### src/sv/dtfc_pkg.sv
// Package for the decimal integer type fit classifier.
// Holds the bound digit tables, relation codes and shared helpers.
// No dependencies.
package dtfc_pkg;

    // Number of type bounds tracked: positive signed, negative signed, unsigned
    localparam int unsigned NUM_BOUNDS = 12;
    // Longest bound has 20 digits; the count saturates one past it
    localparam int unsigned MAX_BOUND_DIGITS = 20;
    localparam logic [4:0]  DIGIT_SAT = 5'd21;

    // Character codes
    localparam logic [7:0] CHAR_MINUS = 8'h2D;
    localparam logic [7:0] CHAR_ZERO  = 8'h30;
    localparam logic [7:0] CHAR_NINE  = 8'h39;

    // Fits mask layout
    localparam int unsigned NUM_TYPES = 4;

    // How the digits so far compare with a bound's digits
    typedef enum logic [1:0] {
        REL_EQ = 2'd0,
        REL_LT = 2'd1,
        REL_GT = 2'd2
    } rel_t;

    // Bound digits as BCD, most significant digit at the top, zero padded
    localparam logic [79:0] BOUND_BCD [NUM_BOUNDS] = '{
        80'h1270_0000_0000_0000_0000,
        80'h3276_7000_0000_0000_0000,
        80'h2147_4836_4700_0000_0000,
        80'h9223_3720_3685_4775_8070,
        80'h1280_0000_0000_0000_0000,
        80'h3276_8000_0000_0000_0000,
        80'h2147_4836_4800_0000_0000,
        80'h9223_3720_3685_4775_8080,
        80'h2550_0000_0000_0000_0000,
        80'h6553_5000_0000_0000_0000,
        80'h4294_9672_9500_0000_0000,
        80'h1844_6744_0737_0955_1615
    };

    localparam logic [4:0] BOUND_LEN [NUM_BOUNDS] = '{
        5'd3, 5'd5, 5'd10, 5'd19,
        5'd3, 5'd5, 5'd10, 5'd19,
        5'd3, 5'd5, 5'd10, 5'd20
    };

    // Digit of bound idx at position pos (from the left); positions past
    // the end clamp to the last slot, and the value read there is never used
    function automatic logic [3:0] bound_digit(input logic [3:0] idx, input logic [4:0] pos);
        logic [4:0] pos_c;
        logic [4:0] sel;
        begin
            pos_c = (pos >= 5'(MAX_BOUND_DIGITS)) ? 5'(MAX_BOUND_DIGITS - 1) : pos;
            sel   = 5'(MAX_BOUND_DIGITS - 1) - pos_c;
            return BOUND_BCD[idx][{sel, 2'b00} +: 4];
        end
    endfunction

endpackage

### src/sv/decimal_integer_type_fit_classifier.sv
// Top level of the decimal integer type fit classifier.
// Depends on dtfc_pkg and dtfc_bound_track.
//
// Takes one character beat per cycle, with last marking the end of a token,
// and returns one result beat per token: which of s8..s64 and u8..u64 can
// hold the value, the sign and the saturating digit count. Throughput is one
// character per cycle. The result beat is registered: the last character
// lands in the input register, and once the result register is free the
// per-bound digit compare moves into it.
// Only a token end waiting behind a stalled result holds off char beats.
module decimal_integer_type_fit_classifier (
    input  logic       clk,
    input  logic       rst_n,
    input  logic       char_valid,
    output logic       char_stall,
    input  logic [7:0] char_code,
    input  logic       last,
    output logic       result_valid,
    input  logic       result_stall,
    output logic [7:0] fits_mask,
    output logic       negative,
    output logic [4:0] digit_count
);
    import dtfc_pkg::*;

    // Input stage
    logic       in_valid_reg;
    logic [7:0] in_char_reg;
    logic       in_last_reg;

    // Token state
    logic       sign_seen_reg, sign_seen_next;
    logic       token_bad_reg, token_bad_next;
    logic [4:0] digits_seen_reg, digits_seen_next;

    // Result stage
    logic       out_valid_reg;
    logic [7:0] fits_mask_reg, fits_mask_next;
    logic       negative_reg;
    logic [4:0] digit_count_reg;

    logic                  out_free;
    logic                  proc;
    logic                  is_minus;
    logic                  is_digit;
    logic [3:0]            digit;
    logic [NUM_BOUNDS-1:0] bound_ok;

    // Handshake: a non-last beat always drains; a token end waits for a free result slot
    assign out_free   = !out_valid_reg || !result_stall;
    assign proc       = in_valid_reg && (!in_last_reg || out_free);
    assign char_stall = in_valid_reg && !proc;

    always_ff @(posedge clk or negedge rst_n)
    begin
        if (!rst_n)
            in_valid_reg <= 1'b0;
        else if (!char_stall)
            in_valid_reg <= char_valid;
    end

    always_ff @(posedge clk)
    begin
        if (!char_stall && char_valid)
        begin
            in_char_reg <= char_code;
            in_last_reg <= last;
        end
    end

    // Character decode and token state update
    assign is_minus = (in_char_reg == CHAR_MINUS);
    assign is_digit = (in_char_reg >= CHAR_ZERO) && (in_char_reg <= CHAR_NINE);
    assign digit    = 4'(in_char_reg - CHAR_ZERO);

    always_comb
    begin
        sign_seen_next   = sign_seen_reg;
        token_bad_next   = token_bad_reg;
        digits_seen_next = digits_seen_reg;
        if (is_minus)
        begin
            // minus counts as a sign only as the very first character
            if (!sign_seen_reg && (digits_seen_reg == 5'd0) && !token_bad_reg)
                sign_seen_next = 1'b1;
            else
                token_bad_next = 1'b1;
        end
        else if (is_digit)
        begin
            if (digits_seen_reg < DIGIT_SAT)
                digits_seen_next = digits_seen_reg + 5'd1;
        end
        else
        begin
            token_bad_next = 1'b1;
        end
    end

    dtfc_bound_track u_bound_track (
        .clk              (clk),
        .rst_n            (rst_n),
        .step             (proc),
        .clear            (proc && in_last_reg),
        .is_digit         (is_digit),
        .digit            (digit),
        .digits_seen      (digits_seen_reg),
        .digits_seen_next (digits_seen_next),
        .bound_ok         (bound_ok)
    );

    // Fits mask: signed bits pick positive or negative bounds
    always_comb
    begin
        fits_mask_next = 8'd0;
        if (!token_bad_next && (digits_seen_next != 5'd0))
        begin
            for (int t = 0; t < NUM_TYPES; t++)
            begin
                fits_mask_next[t] = sign_seen_next ? bound_ok[t + NUM_TYPES]
                                                   : bound_ok[t];
                fits_mask_next[t + NUM_TYPES] = !sign_seen_next && bound_ok[t + 2 * NUM_TYPES];
            end
        end
    end

    always_ff @(posedge clk or negedge rst_n)
    begin
        if (!rst_n)
        begin
            sign_seen_reg   <= 1'b0;
            token_bad_reg   <= 1'b0;
            digits_seen_reg <= 5'd0;
        end
        else if (proc)
        begin
            if (in_last_reg)
            begin
                sign_seen_reg   <= 1'b0;
                token_bad_reg   <= 1'b0;
                digits_seen_reg <= 5'd0;
            end
            else
            begin
                sign_seen_reg   <= sign_seen_next;
                token_bad_reg   <= token_bad_next;
                digits_seen_reg <= digits_seen_next;
            end
        end
    end

    // Result register
    always_ff @(posedge clk or negedge rst_n)
    begin
        if (!rst_n)
            out_valid_reg <= 1'b0;
        else if (out_free)
            out_valid_reg <= proc && in_last_reg;
    end

    always_ff @(posedge clk)
    begin
        if (proc && in_last_reg)
        begin
            fits_mask_reg   <= fits_mask_next;
            negative_reg    <= sign_seen_next;
            digit_count_reg <= digits_seen_next;
        end
    end

    assign result_valid = out_valid_reg;
    assign fits_mask    = fits_mask_reg;
    assign negative     = negative_reg;
    assign digit_count  = digit_count_reg;

endmodule

### src/sv/dtfc_bound_track.sv
// Per-bound digit compare state for the type fit classifier.
// Keeps one relation entry per type bound and flags which bounds hold.
// Depends on dtfc_pkg.
module dtfc_bound_track (
    input  logic                        clk,
    input  logic                        rst_n,
    input  logic                        step,
    input  logic                        clear,
    input  logic                        is_digit,
    input  logic [3:0]                  digit,
    input  logic [4:0]                  digits_seen,
    input  logic [4:0]                  digits_seen_next,
    output logic [dtfc_pkg::NUM_BOUNDS-1:0] bound_ok
);
    import dtfc_pkg::*;

    rel_t rel_reg  [NUM_BOUNDS];
    rel_t rel_next [NUM_BOUNDS];

    for (genvar b = 0; b < NUM_BOUNDS; b++) begin : g_bound
        logic [3:0] bd;

        // Compare the new digit at the first position not yet decided
        always_comb
        begin
            bd          = bound_digit(4'(b), digits_seen);
            rel_next[b] = rel_reg[b];
            if (is_digit && (digits_seen < BOUND_LEN[b]) && (rel_reg[b] == REL_EQ))
            begin
                if (digit < bd)
                    rel_next[b] = REL_LT;
                else if (digit > bd)
                    rel_next[b] = REL_GT;
            end
        end

        // Fits: shorter than the bound, or same length and not greater
        assign bound_ok[b] = (digits_seen_next < BOUND_LEN[b]) ||
                             ((digits_seen_next == BOUND_LEN[b]) && (rel_next[b] != REL_GT));

        always_ff @(posedge clk or negedge rst_n)
        begin
            if (!rst_n)
                rel_reg[b] <= REL_EQ;
            else if (clear)
                rel_reg[b] <= REL_EQ;
            else if (step)
                rel_reg[b] <= rel_next[b];
        end
    end

endmodule

### config.mk
export PLATFORM = sky130hd
export DESIGN_NAME = decimal_integer_type_fit_classifier
export DESIGN_NICKNAME = d
export VERILOG_FILES = /design/src/sv/dtfc_pkg.sv /design/src/sv/decimal_integer_type_fit_classifier.sv /design/src/sv/dtfc_bound_track.sv
export SDC_FILE = /design/constraint.sdc
export NUM_CORES = 1
export LEC_CHECK = 0
export ABC_CLOCK_PERIOD_IN_PS = 10500
export BUFFER_PORTS_ARGS = -buffer_cell sky130_fd_sc_hd__buf_4
export CORE_AREA = 2 2 73 145
export CTS_BUF_LIST = sky130_fd_sc_hd__clkbuf_8 sky130_fd_sc_hd__clkbuf_16
export DETAILED_ROUTE_END_ITERATION = 16
export DIE_AREA = 0 0 75 147
export PLACE_DENSITY_LB_ADDON = 0.3
export REMOVE_ABC_BUFFERS = 1
export SLEW_MARGIN = 20
export SYNTH_ARGS = -nofsm -noshare
export SYNTH_HDL_FRONTEND = slang
export SYNTH_SLANG_ARGS = --single-unit
export TNS_END_PERCENT = 1
### constraint.sdc
create_clock -name clk -period 10.5 [get_ports clk]
set_input_delay 2.1 -clock clk [delete_from_list [all_inputs] [get_ports clk]]
set_output_delay 2.1 -clock clk [all_outputs]
set_load 0.02 [all_outputs]
==> run_results.csv <==
group,metric,value,unit
layout,fin_area,4861,um2
sta,clock-skew-final,0.01188,ns
die,ios,29,
yosys,synth_fa_ha_area_frac,0.1451,
setup_path,required,10.52,ns
yosys,synth_cell_types,60,
global_route,grt_pass1_vias,3972,
setup_path,cp_max_fo,20,
global_route,grt-busiest-layer,"met2",
die,die_x,75,um
global_route,grt_pass1_wl,19530,um
sta,setup-violations-final,0,
setup_path,reg2reg_depth,13,
clock_network,cts-root-buf,"clkbuf_16",
sta,fin_crit,5.585,ns
drt,vias,3944,
yosys,synth-simple-area-share,0.1980,
sta,timing_hold_violations_final,0,
yosys,synth_common_cells,"nand2_1 (53), ha_1 (51), nor2_1 (47), o21ai_0 (37), dfrtp_1 (33)",
layout,fin_cells,650,
yosys,yosys-top-cells-area,"dfrtp_1 (19%), edfxtp_1 (16%), ha_1 (15%)",
drt,drc,0,
sta,rsz0062_at_grt,"no",
global_route,gr-usage-met3,0.02949,
sta,fin_setup_tns,0,ns
setup_path,r2r_setup_slack,4.92,ns
worst_hold_path,min_to,"u_bound_track.rel_reg[12]",
layout,num-fill-cells,972,
yosys,synthCells,502,
yosys,synth_xor_area_frac,0.01195,
global_route,gr-total-overflow,0,
pwr,ir_drop,132.7,uV
placed_design,dpl_cell_area,4682,um2
sta,slew_viol_final,0,
placed_design,place_inst,642,
die,die_area,11030,um2
layout,nets,578,
global_route,antenna_found_initial,0,
yosys,ys_async_sr_fraction,0.5893,
drt,antenna_left,0,
setup_path,crit_arrival,5.61,ns
yosys,avgSynthCellArea,8.761,um2
drt,detailedRoute.firstIterationViolations,332,
placed_design,routabilityCongestion,0.9258,
yosys,synth-edff-count,23,
clock_network,h-tree-depth,2,
die,die_h,147,um
yosys,synth_top_family_by_area,"compound AO/OA/AOI/OAI gates",
setup_path,cp-start-kind,"flop",
global_route,grt_start_max_net_pins,34,
status,status,"complete, no violations",
yosys,synth.mux.area_fraction,0.004552,
worst_hold_path,hp-class,"reg -> reg",
pwr,p_total,0.5268,mW
global_route,met1_usage,0.2772,
clock_network,worstSkewPairLatency,0.30,ns
sta,timing.fmax,179.1,MHz
clock_network,cts_setup_buffers,0,
yosys,ys_warn_count,0,
yosys,synth_compound_area_frac,0.2501,
yosys,yosys_register_bits,56,
layout,largest_reg_flops,24,
clock_network,cts_resized,0,
setup_path,crit_path_end_kind,"flop",
yosys,synth_most_common_cell,"nand2_1",
clock_network,cts_hold_buffers,0,
pwr,p_leak,2.084,nW
drt,routed_wl,11970,um
sta,worst_slew_pin_slew,1.030,ns
layout,drive_gt1_frac,0.08738,
die,initial_utilization,0.4418,
yosys,synth_flop_cell,"dfrtp_1",
yosys,synth_area_leader_cell,"dfrtp_1",
flow_run,max_cap_viol_count,0,
yosys,seq_area_frac_synth,0.3448,
yosys,synth_top_area_share,0.1878,
clock_network,cts_tree,"done",
drt,wl_per_cell,18.41,um
sta,fin_crit_sh,0.5319,
setup_path,reg2reg_from,"digits_seen_reg[2]",
placed_design,io_buffers,28,
placed_design,dp_hpwl,8991,um
die,placeableCoreArea,9955,um2
clock_network,cts.path.max_buffers,2,
sta,max-slew-margin-rel,0.3070,
pwr,p_per_area,108.4,nW/um2
global_route,met2_usage,0.3873,
clock_network,clk_pin_slew_worst_paths,0.07,ns
die,num_rows,52,
drt,first_pass_iters,5,
clock_network,cts_buffers,5,
clock_network,clock_sinks,56,
setup_path,critPathKind,"reg -> reg",
layout,syn2layout_area_growth,10.53,%
layout,antenna_cells,0,
yosys,netlist_area,4398,um2
setup_path,worstReg2RegEnd,"fits_mask[2]",
worst_hold_path,whs_path_depth,1,
global_route,gr-usage-all-layers,0.2287,
worst_hold_path,hp-start,"u_bound_track.rel_reg[12]",
drt,vias_per_cell,6.068,
## final cells by class
type / instances / area, um2 / area share
Multi-Input combinational cell: 395 / 2689 / 0.5532
Sequential cell: 56 / 1516 / 0.3120
Clock buffer: 5 / 125.1 / 0.02574
Timing Repair Buffer: 28 / 210.2 / 0.04324
Inverter: 28 / 105.1 / 0.02162
Clock inverter: 3 / 46.29 / 0.009524
Tap cell: 135 / 168.9 / 0.03475
## critical path, stage by stage, from the launching register on
cell      delay [ns]
dfrtp_1         0.73
and2b_1         0.52
clkinv_1        0.52
ha_1            0.48
xnor2_2         0.31
nor3_1          0.60
nand2_1         0.30
o21a_1          0.19
ha_1            0.29
a21oi_1         0.07
o21ai_0         0.29
a31oi_1         0.17
o311ai_0        0.66
a211oi_1        0.17
## kinds of logic (layout without fill, tap and decap cells)
kind of cell / after synthesis / in the layout
muxes: 2 / 2
xor gates and xnor gates: 6 / 6
adders and majority gates: 51 / 51
DFF: 56 / 56
and+or+nand+nor: 178 / 178
AOI/OAI and AO/OA: 158 / 158
buffers and inverters: 51 / 64
## worst max-delay path by stage
stage                       start      endpoint
2_1_floorplan        result_stall    char_stall
3_3_place_gp   digits_seen_reg[2]  fits_mask[2]
4_1_cts        digits_seen_reg[2]  fits_mask[2]
3_5_place_dp   digits_seen_reg[2]  fits_mask[2]
6_report       digits_seen_reg[2]  fits_mask[2]
5_1_grt        digits_seen_reg[2]  fits_mask[2]
## layout by cell type, fill, tap and decap left out, types with 4 or more instances in the layout
cell type	n
nor2_1	47
a31oi_1	11
o21a_1	18
o311ai_0	5
nor4_1	5
edfxtp_1	23
nor2b_1	8
buf_4	28
and2_1	5
nand2_1	53
a21boi_0	4
nand2b_1	8
inv_1	26
a211o_1	4
a21oi_1	30
ha_1	51
nand4_1	11
a211oi_1	8
a41oi_1	7
nor3_1	18
o21ai_0	37
dfrtp_1	33
o211ai_1	7
clkbuf_16	5
nand3_1	8
## metal layers
metal  vias to the layer above  routed length (um)
li1                       1897                   -
met1                      1871                4756
met2                       143                6131
met3                        33                 552
met4                         0                 527
met5                         -                   0
## power breakdown
part | internal [mW] | switching (mW) | total, mW
sequential | 0.238 | 0.0106 | 0.249
combinational | 0.0314 | 0.0507 | 0.0821
clock | 0.114 | 0.0822 | 0.196
total | 0.383 | 0.143 | 0.527
## through the flow
step | util | setup WS [ns] | hold slack, ns
after floorplan | - | 6.030 | 0.4671
after global placement | 0.4703 | 4.878 | 0.4975
after detailed placement | 0.4703 | 4.775 | 0.5015
after CTS | 0.4876 | 4.762 | 0.5180
after global routing | 0.4883 | 4.594 | 0.5251
final | 0.4883 | 4.915 | 0.5195
(Power assumes the default switching activity.)
